## src/hw/rtl/gbpa_pkg.sv

```systemverilog
`timescale 1ns / 1ps

package gbpa_pkg;

    // request codes
    localparam logic OP_ALLOC = 1'b0;
    localparam logic OP_FREE  = 1'b1;

    // register indexes on the config port
    localparam logic [1:0] REG_GROW_BLOCKS = 2'd0;
    localparam logic [1:0] REG_MAX_BLOCKS  = 2'd1;
    localparam logic [1:0] REG_PAGE_SHIFT  = 2'd2;

    localparam int PADDR_W = 4;
    localparam int PDATA_W = 32;
    localparam int BLK_W   = 10;
    localparam int CNT_W   = 11;
    localparam int GROW_W  = 11;
    localparam int MAXB_W  = 11;
    localparam int SHIFT_W = 4;

    localparam logic [CNT_W-1:0]   COUNT_MAX       = 11'd2047;
    localparam logic [GROW_W-1:0]  GROW_RESET      = 11'd16;
    localparam logic [MAXB_W-1:0]  MAX_RESET       = 11'd1024;
    localparam logic [SHIFT_W-1:0] SHIFT_RESET     = 4'd4;
    localparam logic [CNT_W-1:0]   META_PAGE_COUNT = 11'd1;

    typedef struct packed {
        logic [GROW_W-1:0]  grow_blocks;
        logic [MAXB_W-1:0]  max_blocks;
        logic [SHIFT_W-1:0] page_shift;
    } t_cfg;

    typedef struct packed {
        logic rd;
        logic upd;
        logic up;
    } t_page_cmd;

endpackage

```

## src/hw/rtl/gbpa_cfg_regs.sv

```systemverilog
`timescale 1ns / 1ps

module gbpa_cfg_regs (
    input  logic                          i_clk,
    input  logic                          i_rst_n,
    input  logic                          psel,
    input  logic                          penable,
    input  logic                          pwrite,
    input  logic [gbpa_pkg::PADDR_W-1:0]  paddr,
    input  logic [gbpa_pkg::PDATA_W-1:0]  pwdata,
    output logic [gbpa_pkg::PDATA_W-1:0]  prdata,
    output logic                          pready,
    output gbpa_pkg::t_cfg                o_cfg
);

    gbpa_pkg::t_cfg r_cfg;
    logic           wr_en;

    assign pready = 1'b1;
    assign wr_en  = psel & penable & pwrite & pready;
    assign o_cfg  = r_cfg;

    always_ff @(posedge i_clk) begin
        if (!i_rst_n) begin
            r_cfg.grow_blocks <= gbpa_pkg::GROW_RESET;
            r_cfg.max_blocks  <= gbpa_pkg::MAX_RESET;
            r_cfg.page_shift  <= gbpa_pkg::SHIFT_RESET;
        end else if (wr_en) begin
            unique case (paddr[3:2])
                gbpa_pkg::REG_GROW_BLOCKS: begin
                    r_cfg.grow_blocks <= pwdata[gbpa_pkg::GROW_W-1:0];
                end
                gbpa_pkg::REG_MAX_BLOCKS: begin
                    r_cfg.max_blocks <= pwdata[gbpa_pkg::MAXB_W-1:0];
                end
                gbpa_pkg::REG_PAGE_SHIFT: begin
                    r_cfg.page_shift <= pwdata[gbpa_pkg::SHIFT_W-1:0];
                end
                default: begin
                end
            endcase
        end
    end

    always_comb begin
        unique case (paddr[3:2])
            gbpa_pkg::REG_GROW_BLOCKS: prdata = gbpa_pkg::PDATA_W'(r_cfg.grow_blocks);
            gbpa_pkg::REG_MAX_BLOCKS:  prdata = gbpa_pkg::PDATA_W'(r_cfg.max_blocks);
            gbpa_pkg::REG_PAGE_SHIFT:  prdata = gbpa_pkg::PDATA_W'(r_cfg.page_shift);
            default:                   prdata = '0;
        endcase
    end

endmodule

```

## config.mk

```make
export PLATFORM = sky130hd
export DESIGN_NAME = gbpa_cfg_regs
export DESIGN_NICKNAME = d
export VERILOG_FILES = /design/src/hw/rtl/gbpa_pkg.sv /design/src/hw/rtl/gbpa_cfg_regs.sv
export SDC_FILE = /design/constraint.sdc
export NUM_CORES = 1
export LEC_CHECK = 0
export BUFFER_PORTS_ARGS = -buffer_cell sky130_fd_sc_hd__buf_4
export CORE_ASPECT_RATIO = 1.1
export CORE_UTILIZATION = 36
export CTS_BUF_LIST = sky130_fd_sc_hd__clkbuf_16
export CTS_CLUSTER_DIAMETER = 30
export DETAILED_ROUTE_END_ITERATION = 10
export HOLD_SLACK_MARGIN = 0.12
export MAX_ROUTING_LAYER = met4
export PLACE_DENSITY = 0.71
export SLEW_MARGIN = 20
export SYNTH_ARGS = -nofsm -noshare
export SYNTH_HDL_FRONTEND = slang
export SYNTH_SLANG_ARGS = --single-unit
```

## constraint.sdc

```tcl
create_clock -name i_clk -period 1.02 [get_ports i_clk]
set_input_delay 0.204 -clock i_clk [delete_from_list [all_inputs] [get_ports i_clk]]
set_output_delay 0.204 -clock i_clk [all_outputs]
set_load 0.02 [all_outputs]
```

# Yosys cells after proc, flatten, opt, wreduce, memory -nomap -nowiden
# Index checks and enable logic that the tools add are counted.
[word_totals] word_cells=12 regBits=26 inputBits=41
[op_classes] bitwise_logic=2 n_eq_ne=2 reduce_logical=4 mux=1
[ops] cell="case mux 11 bit (3 select lines)" n=1
[ops] cell="AND reduction 2 bit" n=3
[ops] cell="AND 1 bit" n=2
[ops] cell="== test 2 x 1 -> 1 bit (second input constant)" n=1
[ops] cell="== test 2 bit (second input constant)" n=1
[ops] cell="logical NOT 2 bit" n=1

# Longest topological paths before layout
# Gate-level depths: netlist (run 1).
[depth] depth_word=3 mapped_depth=4 mapped_depth_nobuf=3

# Worst setup path after synthesis (run 1)
# Ideal clock, no wire load.
[synth_path] path_type="register to output" start="register r_cfg (netlist bit o_cfg[4])" end="output prdata[0] (netlist bit)" arrival_time_ns=0.878 slack_ns=-0.062 path_stages_with_launch=3 cell_sequence="dfxtp_1 > mux2i_1 > o21ai_1"
[synth_between] elab_chain_len=1
[synth_lines] item="start: declaration" line_no="gbpa_cfg_regs.sv:16" source="gbpa_pkg::t_cfg r_cfg;"
[synth_lines] item="case mux 11 bit (3 select lines)" line_no="gbpa_cfg_regs.sv:46" source="unique case (paddr[3:2])"
[synth_lines] item="end: declaration" line_no="gbpa_cfg_regs.sv:11" source="output logic [gbpa_pkg::PDATA_W-1:0] prdata,"
# No other way between the ends.

# Worst setup path after layout (run 1)
[layout_path] start="register r_cfg (netlist bit o_cfg[16])" end="output prdata[1] (netlist bit)"
# The elaborated chain is that of the path after synthesis.

==> impl_metrics.ini, run 1 <==
[sta]
clock-skew-final_ns = 0
rsz0062_at_grt = yes
fmax_ghz = 0.838
tns_ns = -1.25
slew_viol_final = 0
final.period_utilization = 1.17
setup_ws_ns = -0.173
fin_crit_ns = 1.19
setup_viol = 13
hold_viol = 0

[layout]
stdcell_count = 287
largest_reg_flops = 26
n_fill_cell = 335
area_growth_pct = 65.7
diodes = 0
drive_gt1_frac = 0.536
ff_latch_area_sq_um = 548
multi_input_area_sq_um = 766
fin_nets = 279

[placement]
io_buffer_count = 54
dpl.hpwl_um = 2160
pre_cts_slack_ns = -0.176
dp.cells = 259
place_congestion = 0.671

[synth]
synth_top_area_cell = dfxtp_1
ys_types = 19
avgSynthCellArea_sq_um = 8.90
ys_seq_area_frac = 0.372
synth_area_sq_mm = 0.00140
yosysWarnings = 0
synth_top_area_frac = 0.372
ys_ff_latch = 26
netlist_instances = 157
ys_top_cells_by_area = dfxtp_1 (37%), mux2i_1 (26%), buf_4 (13%), nand2_1 (10%), nor2_1 (1.9%)

[global_routing]
grt_pass1_vias = 1096
grt_pass1_wl_um = 4820
use_met3 = 0.0326
gr-total-overflow = 0
grt_max_degree = 38
top_usage_layer = met2
track_usage = 0.161
antenna_found_initial = 0
grt.met1_usage = 0.203
use_met2 = 0.264

[die]
start_util = 0.379
coreArea_sq_mm = 0.00368
rows = 23
die_h_um = 67.4
fp.dieArea_sq_mm = 0.00414
ioPinCount = 100
fp.dieW_um = 61.4

[run_status]
status = finished, violations left
failed_checks = setup timing

[detailed_routing]
viasPerCell = 4.39
wl_per_cell_um = 11.3
drt_pass1_iterations = 2
wl_um = 3240
vias = 1260
final_antenna_net_count = 0
drtIter0Drc = 36
drt_drc_violations_left = 0

[power]
p_leak_nw = 1.05
finalPower_mw = 2.27
ir_drop_mv = 1.12
powerDensity_mw_per_mm2 = 979

[setup_path]
setup.worst_path.end_class = output pin
cp_max_fo = 2
crit_type = flip-flop to output pin
start_kind = flip-flop
crit_required_ns = 0.82
cp.arrival_ns = 0.99

[run]
maxCapViolCount = 0

[clock_network]
cts_tree = done
cts_root_buf = clkbuf_16
clk_pin_slew_ns = 0.06
cts_max_path_buffers = 2
cts_hold_buf = 0
insertion_delay_ns = 0.25
cts_made_buffers = 3
cts_sinks = 26
htreeDepth = 1

[worst_hold_path]
min_path_type = primary input to flip-flop
-- power by group --
group / total, mW / switching, mW / internal [mW]
sequential: 1.04 / 0.00970 / 1.03
combinational: 0.383 / 0.224 / 0.159
clock: 0.843 / 0.320 / 0.523
-- path summary, 6_finish.rpt --
check | start | endpoint | slack [ns] | cells past startpoint
setup / recovery | o_cfg[16]$_SDFFE_PN0P_ | prdata[1] | -0.17 | 3
hold / removal | pwdata[4] | o_cfg[8]$_SDFFE_PN0P_ | 0.21 | 3
setup reg to reg | o_cfg[19]$_SDFFE_PN1P_ | o_cfg[19]$_SDFFE_PN1P_ | 0.19 | 4
hold reg to reg | o_cfg[4]$_SDFFE_PN0P_ | o_cfg[4]$_SDFFE_PN0P_ | 0.46 | 2
-- cells by family (layout without fill, tap and decap cells) --
family / Yosys count / in the layout / synth area share
compound gates: 5 / 5 / 0.0197
buf+inv: 32 / 92 / 0.159
flops: 26 / 26 / 0.372
other cells: 2 / 22 / 0.00537
mux: 36 / 36 / 0.258
simple gates: 56 / 56 / 0.185
-- metal layers --
layer	share of wire	routed length, um
met5	0	0
met4	0.013	42
met3	0.057	184
met2	0.48	1560
met1	0.45	1450
-- cells in the final DEF (no fill, tap or decap), types with 2 or more instances in the layout --
master and n:
dfxtp_2 22, buf_6 51, clkbuf_16 3, conb_1 22
buf_4 35, nor2b_1 4, nand2_1 38, nand3_1 2
o21ai_2 4, nor2_2 7, mux2i_1 35, dfxtp_1 4
-- worst max-delay path, stage by stage, from the launching register on --
cell and delay [ns]:
dfxtp_2 0.35, mux2i_2 0.08, o21ai_2 0.17, buf_6 0.14
-- synth_stat cells, drive strengths merged --
library cell / instances
nor2b: 5
conb: 2
nor3: 1
clkbuf: 4
and2: 1
o211ai: 1
nor2: 7
nand2: 38
dfxtp: 26
nor3b: 1
and3: 1
nand3: 2
buf: 27
inv: 1
mux2i: 36
o21ai: 4
-- layout make-up --
class	count	area share
clock buffer	3	0.0324
sequential	26	0.237
clock inverter	1	0.00162
tap	50	0.0270
inverter	1	0.00162
multi-input combinational	119	0.331
timing repair buffer	87	0.370
-- metrics by stage --
stage	utilization	hold slack, ns	area [sq um]
global route	0.629	0.203	2320
global placement	0.498	0.460	1830
floorplan	-	0.346	1510
finish	0.629	0.208	2320
detailed placement	0.498	0.465	1830
CTS	0.611	0.203	2250
-- what timing repair did --
item / in CTS / in global routing
setup buffers: 17 / 9
gates cloned: 0 / 0
resized for setup: 70 / 6
endpoints found under the setup margin: 14 / 31
(Power assumes the default switching activity.)
==> run 2, diff against run 1 <==
Settings changed: CORE_UTILIZATION 36 to 34, PLACE_DENSITY 0.71 to 0.67.
==> run 2 against run 1 <==
The flow still finishes with violations (setup timing); clock skew unchanged; utilization shrank 3.3 points; die area is 5.7% higher; first-iteration DRC count fell by 31%; register-to-register slack about the same; via count barely moved; sequential share of layout area decreased by 0.44 points; count of clock-buffer cells in the layout stayed put; critical path depth stayed put; critical path type unchanged; worst setup slack better by 0.035 ns; largest cell class unchanged; highest routed layer unchanged; total power rose by 12%; clock power up 32%.
==> impl_metrics.ini, run 2 (synthesized netlist as in run 1, its figures left out) <==
[run_status]
status = finished, violations left
failed_checks = setup timing

[die]
fp.dieArea_sq_mm = 0.00437
die_h_um = 69.2
rows = 24
fp.dieW_um = 63.1
start_util = 0.353
coreArea_sq_mm = 0.00396
ioPinCount = 100

[placement]
dpl.hpwl_um = 2200
place_congestion = 0.693
io_buffer_count = 54
dp.cells = 260

[setup_path]
crit_required_ns = 0.82
crit_type = flip-flop to output pin
cp_max_fo = 2
start_kind = flip-flop
cp.arrival_ns = 0.95
setup.worst_path.end_class = output pin

[clock_network]
cts_sinks = 26
cts_root_buf = clkbuf_16
htreeDepth = 1
cts_tree = done
cts_max_path_buffers = 2
insertion_delay_ns = 0.25
cts_made_buffers = 3
clk_pin_slew_ns = 0.06

[sta]
clock-skew-final_ns = 0
fmax_ghz = 0.864
final.period_utilization = 1.13
hold_viol = 0
setup_ws_ns = -0.138
fin_crit_ns = 1.16
setup_viol = 13
slew_viol_final = 0
rsz0062_at_grt = yes
tns_ns = -1.23

[power]
finalPower_mw = 2.54
powerDensity_mw_per_mm2 = 1070
ir_drop_mv = 0.532
p_leak_nw = 1.07

[layout]
layout_commonest_cell = buf_6
drive_gt1_frac = 0.544
largest_reg_flops = 26
final_core_util = 0.595
fin_nets = 281
diodes = 0
area_growth_pct = 68.8
mostFrequentLayoutCells = buf_6 (51), nand2_1 (38), buf_4 (37), mux2i_1 (35)
stdcell_count = 291
n_fill_cell = 350

[detailed_routing]
wl_um = 3270
drt_pass1_iterations = 4
viasPerCell = 4.33
final_antenna_net_count = 0
drt_drc_violations_left = 0
vias = 1261
wl_per_cell_um = 11.2
drtIter0Drc = 25

[global_routing]
antenna_found_initial = 0
grt_pass1_vias = 1178
gr-total-overflow = 0
grt_max_degree = 39
track_usage = 0.158
grt_pass1_wl_um = 5350

[run]
maxCapViolCount = 0

[worst_hold_path]
min_path_type = primary input to flip-flop
-- run 2: path summary, 6_finish.rpt --
kind / from / to / slack, ns / depth (start not counted)
max: o_cfg[6]$_SDFFE_PN0P_ / prdata[2] / -0.14 / 3
min: pwdata[10] / o_cfg[25]$_SDFFE_PN0P_ / 0.21 / 3
max reg2reg: o_cfg[19]$_SDFFE_PN1P_ / o_cfg[19]$_SDFFE_PN1P_ / 0.18 / 4
min reg2reg: o_cfg[0]$_SDFFE_PN0P_ / o_cfg[0]$_SDFFE_PN0P_ / 0.47 / 2
-- run 2: metal layers --
| metal | part of all wire | up-vias | track usage | wire length, um |
|---|---|---|---|---|
| met1 | 0.45 | 575 | 0.193 | 1460 |
| met2 | 0.49 | 46 | 0.257 | 1610 |
| met4 | 0.011 | 0 | 0.0491 | 36 |
| li1 | - | 636 | - | - |
| met5 | 0 | - | - | 0 |
| met3 | 0.048 | 4 | 0.0362 | 157 |
-- run 2: worst max-delay path, cell delays in order (launching register included) --
cell     delay (ns)
dfxtp_2        0.33
mux2i_1        0.17
o21ai_2        0.08
buf_6          0.13
-- run 2: what timing repair did --
item / CTS / global route
endpoints found under the setup margin: 13 / 32
gates resized for setup: 70 / 6
cloned: 0 / 0
hold buffers: 0 / 0
setup buffers: 19 / 10
-- run 2: through the flow --
stage / worst slack [ns] / area (sq um) / hold slack (ns)
2_1_floorplan: -0.00903 / 1510 / 0.346
3_3_place_gp: -0.144 / 1830 / 0.463
3_5_place_dp: -0.164 / 1830 / 0.466
4_1_cts: -0.130 / 2280 / 0.203
5_1_grt: -0.198 / 2360 / 0.199
6_report: -0.138 / 2360 / 0.206
-- run 2: final cells by class --
| type | count | area (sq um) | area share |
|---|---|---|---|
| timing repair buffer | 89 | 872 | 0.370 |
| multi-input combinational | 119 | 766 | 0.324 |
| sequential | 26 | 548 | 0.232 |
| clock buffer | 3 | 75.1 | 0.0318 |
| tap | 52 | 65.1 | 0.0276 |
| clock inverter | 1 | 30.0 | 0.0127 |
| inverter | 1 | 3.75 | 0.00159 |
-- run 2: power by group --
part           internal, mW  total [mW]  switching [mW]
clock network         0.780        1.11           0.334
logic                 0.160       0.384           0.223
registers              1.03        1.04         0.00951
