--- config.mk ---
export PLATFORM = sky130hd
export DESIGN_NAME = gbpa_page_ram
export DESIGN_NICKNAME = d
export VERILOG_FILES = /design/src/hw/rtl/gbpa_pkg.sv /design/src/hw/rtl/gbpa_page_ram.sv
export SDC_FILE = /design/constraint.sdc
export NUM_CORES = 1
export LEC_CHECK = 0
export ABC_AREA = 1
export BUFFER_PORTS_ARGS = -buffer_cell sky130_fd_sc_hd__buf_2
export CAP_MARGIN = 30
export CORE_MARGIN = 2
export CORE_UTILIZATION = 55
export CTS_BUF_LIST = sky130_fd_sc_hd__clkbuf_8
export DETAILED_ROUTE_END_ITERATION = 10
export PLACE_DENSITY = 0.81
export SLEW_MARGIN = 20
export SYNTH_ARGS = -nofsm -noshare
export SYNTH_HDL_FRONTEND = slang
export SYNTH_SLANG_ARGS = --single-unit
--- constraint.sdc ---
create_clock -name i_clk -period 5.8 [get_ports i_clk]
set_input_delay 0.29 -clock i_clk [delete_from_list [all_inputs] [get_ports i_clk]]
set_output_delay 0.29 -clock i_clk [all_outputs]
set_load 0.01 [all_outputs]
--- src/hw/rtl/gbpa_pkg.sv ---
`timescale 1ns / 1ps

package gbpa_pkg;

    // request codes
    localparam logic OP_ALLOC = 1'b0;
    localparam logic OP_FREE  = 1'b1;

    // register indexes on the config port
    localparam logic [1:0] REG_GROW_BLOCKS = 2'd0;
    localparam logic [1:0] REG_MAX_BLOCKS  = 2'd1;
    localparam logic [1:0] REG_PAGE_SHIFT  = 2'd2;

    localparam int PADDR_W = 4;
    localparam int PDATA_W = 32;
    localparam int BLK_W   = 10;
    localparam int CNT_W   = 11;
    localparam int GROW_W  = 11;
    localparam int MAXB_W  = 11;
    localparam int SHIFT_W = 4;

    localparam logic [CNT_W-1:0]   COUNT_MAX       = 11'd2047;
    localparam logic [GROW_W-1:0]  GROW_RESET      = 11'd16;
    localparam logic [MAXB_W-1:0]  MAX_RESET       = 11'd1024;
    localparam logic [SHIFT_W-1:0] SHIFT_RESET     = 4'd4;
    localparam logic [CNT_W-1:0]   META_PAGE_COUNT = 11'd1;

    typedef struct packed {
        logic [GROW_W-1:0]  grow_blocks;
        logic [MAXB_W-1:0]  max_blocks;
        logic [SHIFT_W-1:0] page_shift;
    } t_cfg;

    typedef struct packed {
        logic rd;
        logic upd;
        logic up;
    } t_page_cmd;

endpackage

--- src/hw/rtl/gbpa_page_ram.sv ---
`timescale 1ns / 1ps

module gbpa_page_ram #(
    parameter int NUM_PAGES = 64,
    localparam int PW = (NUM_PAGES > 1) ? $clog2(NUM_PAGES) : 1
) (
    input  logic                        i_clk,
    input  logic                        i_rst_n,
    input  gbpa_pkg::t_page_cmd         i_cmd,
    input  logic [PW-1:0]               i_addr,
    output logic [gbpa_pkg::CNT_W-1:0]  o_count,
    output logic                        o_clearing
);

    logic [gbpa_pkg::CNT_W-1:0] mem [NUM_PAGES];
    logic [gbpa_pkg::CNT_W-1:0] r_rdata;
    logic [PW-1:0]              r_addr;
    logic                       r_clr_active;
    logic [PW-1:0]              r_clr_addr;
    logic [gbpa_pkg::CNT_W-1:0] n_count;
    logic [gbpa_pkg::CNT_W-1:0] clr_value;

    assign o_clearing = r_clr_active;
    assign o_count    = n_count;
    assign clr_value  = (r_clr_addr == '0) ? gbpa_pkg::META_PAGE_COUNT : '0;

    // saturating up/down count
    always_comb begin
        if (i_cmd.up) begin
            n_count = (r_rdata == gbpa_pkg::COUNT_MAX) ? r_rdata
                                                       : r_rdata + 11'd1;
        end else begin
            n_count = (r_rdata == '0) ? r_rdata : r_rdata - 11'd1;
        end
    end

    // clearing sweep after reset
    always_ff @(posedge i_clk) begin
        if (!i_rst_n) begin
            r_clr_active <= 1'b1;
            r_clr_addr   <= '0;
        end else if (r_clr_active) begin
            if (r_clr_addr == PW'(NUM_PAGES - 1)) begin
                r_clr_active <= 1'b0;
            end else begin
                r_clr_addr <= r_clr_addr + 1'b1;
            end
        end
    end

    always_ff @(posedge i_clk) begin
        if (r_clr_active) begin
            mem[r_clr_addr] <= clr_value;
        end else if (i_cmd.upd) begin
            mem[r_addr] <= n_count;
        end
        if (i_cmd.rd) begin
            r_rdata <= mem[i_addr];
            r_addr  <= i_addr;
        end
    end

endmodule

* Yosys cells after proc, flatten, opt, wreduce, memory -nomap -nowiden *
Memories as Yosys holds them, arrays and structs flattened. A register that Yosys moved wholly into a read port is not among the register bits.
Cells that the tools add are included.

word-level totals
  bits in registers = 13
  RAM bits = 704
  input port bits = 11
  output and inout bits = 12
  logic and storage cells = 28
  memories kept = 1

memory list
  memory  depth  bits a word  read ports  clocked after Yosys merged registers in  write ports  RTL line             RTL
  mem     64     11           1           1                                        1            gbpa_page_ram.sv:15  logic [gbpa_pkg::CNT_W-1:0] mem [NUM_PAGES];

cells by class
  add/sub/neg operators = 3
  eq/ne operators = 2
  muxes and demuxes = 14
  bitwise operators = 1
  reductions and logical operators = 4

operator list
  cell                                                count
  two-way mux 11 bit                                  4
  adder 11 x 1 -> 11 bit, second input constant       1
  equality test 11 bit, second input constant         1
  logical NOT 11 bit                                  1
  OR reduction 11 bit                                 1
  subtractor 11 x 1 -> 11 bit, second input constant  1
  two-way mux 1 bit                                   9
  adder 6 x 1 -> 6 bit, second input constant         1
  equality test 6 bit, second input constant          1
  logical NOT 6 bit                                   1
  two-way mux 6 bit                                   1
  AND reduction 2 bit                                 1
  inverter 1 bit                                      1

* Logic depth before layout (Yosys ltp) *
Gate-level depths: netlist of the first run.

  depth after elaboration = 5
  depth in mapped cells = 11
  gate-level depth less buffers = 10

* Least setup slack after synthesis of the first run *
OpenSTA, ideal clock, no wires.

  kind = register to register
  start point = reg r_rdata[0] (netlist name), read port of mem
  end point = mem mem[0][10] (netlist name) (data pin)
  setup time = 0.681 ns
  arrival = 3.528 ns
  required time = 5.119 ns
  setup slack = 1.591 ns
  stages on the path, launching flop included = 8
  buffers on the path = 0
  period minus slack after synthesis = 4.209 ns
  path through = edfxtp_1 ha_1 nand3_1 nor2_4 nand3_1 nand2_1 inv_1 nor3_1

on the way
  word-level cells in the longest chain between the ends = 4
  elaborated cells on any way between the ends = 8
  those cells by class = add/sub: 2; eq/ne: 1; mux: 4; reduce/logical: 1

RTL lines
  element                                                    RTL line                                  RTL
  start: declaration                                         gbpa_page_ram.sv:16                       logic [gbpa_pkg::CNT_W-1:0] r_rdata;
  subtractor 11 x 1 -> 11 bit, or another cell as far along  gbpa_page_ram.sv:33                       n_count = (r_rdata == '0) ? r_rdata : r_rdata - 11'd1;
  two-way mux 11 bit (on tied branches)                      gbpa_page_ram.sv:33, gbpa_page_ram.sv:30
  two-way mux 11 bit *                                       gbpa_page_ram.sv:29                       if (i_cmd.up) begin
  two-way mux 11 bit (no line) *                             -
  end: declaration                                           gbpa_page_ram.sv:15

Every way passes the cells marked *; elsewhere a longest branch is shown, timed or not.

* Worst setup path in the final report of the first run *
  start point = reg r_clr_active (netlist: o_clearing)
  end point = mem mem[30][5] (netlist name), enable pin

on the way
  word-level cells in the longest chain between the ends = 4
  elaborated cells on any way between the ends = 7
  those cells by class = mux: 6; reduce/logical: 1

RTL lines
  element                                                           RTL line             RTL
  start: declaration                                                gbpa_page_ram.sv:18  logic r_clr_active;
  start signal: assignment                                          gbpa_page_ram.sv:40  r_clr_active <= 1'b1;
  start signal: assignment                                          gbpa_page_ram.sv:44  r_clr_active <= 1'b0;
  two-way mux 1 bit                                                 gbpa_page_ram.sv:52  if (r_clr_active) begin
  two-way mux 1 bit (not written as such)                           gbpa_page_ram.sv:55  mem[r_addr] <= n_count;
  OR reduction 11 bit (no line)                                     -
  two-way mux 6 bit (no line) or two-way mux 1 bit (tied branches)  -

Parallel ways exist; a longest one is shown, timed or not.

==> impl_summary.txt, run 1 <==
----------------------------------------------------
[Drt]
  Detailed router's first-iteration violation count ... 2,976
  Average vias per placed instance ... 5.97
  Average routed wire per standard cell ... 21.2 um
  Total via count in the routed design ... 20,773
  Total routed wirelength ... ~74,000 um
  DRC Markers ... 0
  Remaining number of nets flagged by the antenna check after routing ... 0
  Number of iterations in the first detailed-routing pass ... 6

[Yosys]
  Most numerous cell in the Yosys netlist ... nand2_1
  Share of the synthesized area in the top cell type ... 71.6%
  Cells after Synth ... around 2,600
  Main synth FF type ... edfxtp_1
  Sequential fraction of the synthesis area ... 72.0%
  Leading cell types by count after synthesis ... 949 x nand2_1, 721 x edfxtp_1, 621 x nand3_1
  Syn. warnings ... 0
  Number of nets in the synthesized netlist ... 2,664
  Synth Area per Inst ... 11.4 um^2
  Synthesized flop and latch total ... 728
  Post-synth EDFFs ... 721
  Top cell type by total area after synthesis ... edfxtp_1
  Synth top area cells ... edfxtp_1 72%, nand2_1 12%, nand3_1 10%, buf_2 1.5%, nor2_1 1.0%
  Post-synth ARST share ... 0%
  Number of library cell types mapped by synthesis ... 28
  Synth Cell Area ... 30,200 um^2

[Clock network]
  TritonCTS clock tree ... done
  Clock transition at path regs ... 0.07 ns
  Sinks on Clock Net ... between 700 and 800
  Later-pin clock latency in the skew report ... 0.72 ns
  Level count of the clock H-tree ... 3
  Root Buffer ... clkbuf_8
  Buffers inserted during post-CTS setup optimization ... 0
  Number of buffers inserted during clock tree synthesis ... between 100 and 150
  Clock Tree Buf Depth ... 3

[Setup path]
  Required @ worst endpoint ... 6.11 ns
  Launch point of the worst path ... o_clearing
  Largest fanout on the critical path ... 21
  Worst reg2reg path depth ... 6
  Type of origin of the critical path ... register
  End of the critical path ... mem[30][5]
  Worst endpoint data arrival time ... 3.67 ns
  Worst reg2reg setup slack ... 2.44 ns
  Worst Path Class, Setup ... reg2reg
  Sort of element at the end of the critical path ... register
  Worst reg2reg path endpoint ... mem[30][5]
  Source of the worst register-to-register timing path ... o_clearing

[Floorplanning]
  Floorplan die width ... 239 um
  Area enclosed by the die boundary ... 56,900 um^2
  Boundary Pins ... 23
  Standard-cell rows ... 85
  Initial Utilization ... 55.9%
  Die H ... roughly 240 um
  Floorplan Core Area ... ~54,000 um^2

[Global routing]
  GRT Overall Usage ... 26.0%
  Global-route congestion overflow total ... 0
  Via count of the first global-routing pass ... roughly 20,000
  Maximum number of pins on one net before global-route repair ... roughly 190
  Global-route wire length before repair ... 112,000 um
  Number of antenna violations at the first check in global routing ... 1

[Final layout]
  Proportion of layout cells with a drive suffix above 1 ... a little under a tenth
  Final Net Count ... 2,714
  Design area ... roughly 33,000 um^2
  Area added between synthesis and finish ... 9.82%
  Final instance count without filler cells ... 3,482

[Power]
  Psw ... 2.43 mW
  Switching share of power ... 23.5%
  Total power per unit cell area ... 310 nW/um^2
  Power Internal ... between 7 and 8 mW
  Static leakage power ... 12.2 nW
  Clk pwr share ... between 30% and 40%
  Peak supply drop ... 0.000181 V
  Share of power burned in registers ... between 50% and 60%
  Logic pwr share ... 6.4%

[STA]
  Setup repair after global routing missed its margin ... no
  Final-layout worst hold slack ... 0.0520 ns
  Fmax ... just under 0.3 GHz
  Setup Skew ... between 0.03 and 0.04 ns
  Worst slew margin relative to its limit ... approximately 33%
  Count of final setup violators ... 0
  Crit path time final ... 3.36 ns
  Total count of max-transition violations in the final report ... 0
  Final clock period utilization by the worst path ... a little under 60%
  Final hold violations ... 0
  Slew at the pin with the worst max-slew slack ... 1.00 ns
  Total negative slack for setup checks ... 0 ns

[Placed design]
  Port buffer count ... 22
  Placed instance area ... 30,900 um^2
  Detailed placement HPWL ... 41,200 um
  Final weighted congestion in routability-driven placement ... between 0.9 and 1
  Total instance count after detailed placement ... 3,241

[Run]
  Max-cap violations ... 0

[Hold path]
  Path type of the worst min-delay path ... in2reg

[Run status]
  Run status ... finished clean

----------------------------------------------------
[state kept, by name (all words and copies together) (netlist names)]
signal / flops
r_addr: 6
mem: 704
o_clearing: 1
r_rdata: 11
r_clr_addr: 6
[cell type report]
class / instances / area [um^2]
clock inverters: 85 / 445
flip-flops and latches: 728 / 21800
inverters: 40 / 160
multi-input cells: 1725 / 7640
diodes: 1 / 2.50
well taps: 696 / 871
clock buffers: 113 / 1560
repair buffers: 94 / 754
fillers: 3954 / 20900
[metal layers]
metal  track usage [%]  up-vias  wire [um]
met2              41.7     1293      35100
met1              34.6     9910      27900
li1                  -     9384          -
met5                 0        -          0
met3              4.71      186       8050
met4              13.0        0       2970
[worst max-delay path: stages (launching register included)]
cell and delay, ns:
dfxtp_1 0.41, nor2_4 0.07, inv_2 0.53, o21ai_2 0.22
inv_2 0.16, nand4_2 0.56, nor2_1 0.97
[layout by cell type, fill, tap and decap left out, types with 6 or more instances in the layout]
master	count
nand2_1	948
edfxtp_1	721
nand3_1	621
clkbuf_8	113
nor2_1	81
buf_4	64
inv_1	56
clkinv_1	34
buf_2	20
clkinv_2	19
xor2_1	11
o21ai_0	9
a21oi_4	9
nand4_2	8
a21oi_1	7
dfxtp_1	7
nand4_1	6
[how the worst min path moves through the flow]
stage / startpoint / endpoint / slack, ns / cells after the start
finish: i_cmd[2] / r_addr[2] / 0.05 / 1
global placement: r_clr_addr[5] / r_clr_addr[5] / 0.47 / 2
CTS: i_cmd[2] / r_rdata[9] / 0.0004 / 1
floorplan: i_rst_n / o_clearing / 0.36 / 1
detailed placement: r_clr_addr[5] / r_clr_addr[5] / 0.49 / 2
global route: i_cmd[2] / r_addr[4] / 0.05 / 1
[power by group through the flow]
stage	Combinational [mW]	Sequential, mW	Clock, mW
floorplan	0.439	5.89	0
global placement	0.619	5.89	0
detailed placement	0.635	5.89	0
CTS	0.639	5.78	3.90
global route	0.718	5.78	4.11
finish	0.663	5.78	3.86
[per-stage QoR]
stage	worst slack, ns	power [mW]	utilization [%]
after global placement	2.55	6.51	56.9
final	2.44	10.3	61.4
after floorplan	1.59	6.33	-
after detailed placement	2.41	6.53	57.0
after global routing	2.39	10.6	61.4
after CTS	2.45	10.3	60.7
[cells by family (layout without fill, tap and decap cells)]
group	after synthesis	count (layout)	share of synthesized area, %
AND/OR/NAND/NOR	1677	1677	23.8
flip-flops	728	728	72.0
buffers and inverters	196	332	3.08
AO/OA/AOI/OAI	31	31	0.571
XOR/XNOR	13	13	0.376
adder cells (fa/ha/maj)	4	4	0.165
other	0	1	0
[repair_timing]
item	in CTS	in global routing
resized for setup	0	0
endpoints found under the hold margin	8	0
hold buffers	2	0
(Power assumes the default switching activity.)
==> run 2, diff against run 1 <==
PLACE_DENSITY = 0.83   (was 0.81)
clock period = 2.8 ns   (was 5.8 ns; I/O delays follow)
==> run 2 against run 1 <==
  * Sequential share of layout area shrank 1.6 points
  * Global-route usage grew 0.30 points
  * Combinational power grew 110%
  * Highest routed layer is now met5
  * Worst setup slack lost 2.4 ns
  * Flip-flop and latch count is the same
  * Largest power group unchanged
  * Critical path type is now reg2out
  * Non-clock buffer count grew 54
  * First-iteration DRC count grew 2.9%
  * Critical path depth grew 2
  * Via count grew 1.9%
  * Final cell count grew 1.8%
  * Design area grew 2.4%
  * Clock power grew 110%
==> impl_summary.txt, run 2 (synthesis gave the netlist of run 1 again) <==
----------------------------------------------------
[Floorplanning]
  Standard-cell rows ... 85
  Floorplan die width ... 239 um
  Initial Utilization ... 55.9%
  Area enclosed by the die boundary ... 56,900 um^2
  Die H ... 239 um
  Floorplan Core Area ... ~54,000 um^2
  Boundary Pins ... 23

[Run]
  Max-cap violations ... 0

[Final layout]
  Registers with the highest flip-flop counts ... mem: 704 flops, r_rdata: 11 flops
  Most frequent cells in the layout ... 941 x nand2_1, 721 x edfxtp_1, 614 x nand3_1
  Final Net Count ... 2,773
  Proportion of layout cells with a drive suffix above 1 ... 12.3%
  Most common cell after layout, fill and taps aside ... nand2_1
  Area added between synthesis and finish ... 12.5%
  Number of fillers in the final layout ... just under 4,000
  Final instance count without filler cells ... 3,544
  Design area ... 34,000 um^2
  Largest register by flop count ... mem
  Number of flip-flops in the largest register ... slightly above 700

[STA]
  Slew at the pin with the worst max-slew slack ... between 0.9 and 1 ns
  Count of final setup violators ... 0
  Setup repair after global routing missed its margin ... yes
  Fmax ... 0.363 GHz
  Final clock period utilization by the worst path ... 98.3%
  Worst slew margin relative to its limit ... around a third
  Setup Skew ... a little over 0.03 ns
  Final-layout worst hold slack ... 0.0866 ns
  Crit path time final ... roughly 2.8 ns
  Final hold violations ... 0
  Total count of max-transition violations in the final report ... 0

[Setup path]
  Number of buffer and inverter instances along the worst setup path ... 2
  Worst endpoint data arrival time ... 2.61 ns
  Type of origin of the critical path ... register
  Crit-path most repeated cell ... nand3_2
  CP delay by family, top ... simple AND/OR/NAND/NOR gates
  Worst Path Class, Setup ... reg2out
  Master of the slowest instance on the critical path ... edfxtp_1
  Largest stage delay, worst path ... approximately 0.50 ns
  Sort of element at the end of the critical path ... primary output
  Crit path cell chain ... inv_2, ha_2, nand3_2, nor3_2, nand2_2, nand3_2, nand2_1, buf_2
  Worst reg2reg setup slack ... 0.10 ns
  Largest fanout on the critical path ... 6
  Required @ worst endpoint ... between 2 and 3 ns

[Global routing]
  Most heavily used metal layer in global routing ... met2
  Global-route wire length before repair ... 114,000 um
  Maximum number of pins on one net before global-route repair ... between 100 and 150
  Global-route congestion overflow total ... 0
  Met1 Track Usage GR ... around a third
  Global Route met3 Usage ... 4.78%
  Met2 usage ... 42.3%
  GRT Overall Usage ... 26.3%
  Via count of the first global-routing pass ... 20,503
  Number of antenna violations at the first check in global routing ... 1

[Power]
  Peak supply drop ... 0.000395 V
  Total power per unit cell area ... ~630 nW/um^2
  Static leakage power ... 12.9 nW

[Clock network]
  Clock transition at path regs ... 0.06 ns
  TritonCTS clock tree ... done
  Later-pin clock latency in the skew report ... approximately 0.73 ns
  Level count of the clock H-tree ... 3
  Clock Tree Buf Depth ... 3
  Root Buffer ... clkbuf_8
  Sinks on Clock Net ... 728
  Number of buffers inserted during clock tree synthesis ... 111

[Drt]
  Average routed wire per standard cell ... 21.2 um
  Average vias per placed instance ... 5.97
  Number of iterations in the first detailed-routing pass ... 6
  DRC Markers ... 0
  Detailed router's first-iteration violation count ... 3,063
  Total routed wirelength ... ~75,000 um
  Total via count in the routed design ... 21,169
  Remaining number of nets flagged by the antenna check after routing ... 0

[Placed design]
  Placed instance area ... 31,700 um^2
  Port buffer count ... 22
  Total instance count after detailed placement ... 3,321
  Detailed placement HPWL ... 42,800 um
  Final weighted congestion in routability-driven placement ... 0.947

[Hold path]
  Path type of the worst min-delay path ... in2reg

[Run status]
  Run status ... finished clean

----------------------------------------------------
-- run 2: cell type report --
type,instances,area [um^2],area share (%)
clock buffers,111,1530,4.49
diodes,1,2.50,0.00735
inverters,40,160,0.471
clock inverters,91,484,1.42
repair buffers,148,1400,4.13
well taps,696,871,2.56
flip-flops and latches,728,21800,64.0
multi-input cells,1729,7790,22.9
-- run 2: path summary, 6_finish.rpt --
path / cells after the start / startpoint / to
max: 8 / r_rdata[1] / o_count[3]
min: 2 / i_addr[2] / r_addr[2]
max reg2reg: 7 / r_rdata[1] / mem[54][2]
min reg2reg: 2 / r_clr_addr[5] / r_clr_addr[5]
-- run 2: stage by stage --
step / total power [mW] / setup TNS, ns / worst slack [ns] / util [%]
global route: 22.0 / -0.109 / -0.0486 / 62.9
floorplan: 13.1 / 0 / 0.0218 / -
CTS: 21.4 / 0 / 0.0167 / 62.5
detailed placement: 13.5 / -8.26 / -0.0944 / 58.5
finish: 21.4 / 0 / 0.0480 / 62.9
global placement: 13.5 / 0 / 0.00307 / 58.5
-- run 2: routing by layer --
layer  vias to the layer above  part of all wire, %
li1                       9505                    -
met1                     10157                   37
met2                      1288                   48
met3                       217                   11
met4                         2                  4.4
met5                         -                0.084
-- run 2: what timing repair did --
| item | 4_1_cts | 5_1_grt |
|---|---|---|
| setup buffers | 3 | 6 |
| pin swaps | 2 | 7 |
| gates cloned | 1 | 3 |
| endpoints found under the hold margin | 37 | 0 |
| hold buffers | 4 | 0 |
| gates resized for setup | 7 | 25 |
| endpoints found under the setup margin | 198 | 157 |
-- run 2: report_power, final --
group	switching, mW	internal [mW]	total, mW
sequential	0.0444	11.9	12.0
clock	4.03	3.99	8.01
combinational	1.02	0.388	1.41
total	5.09	16.3	21.4
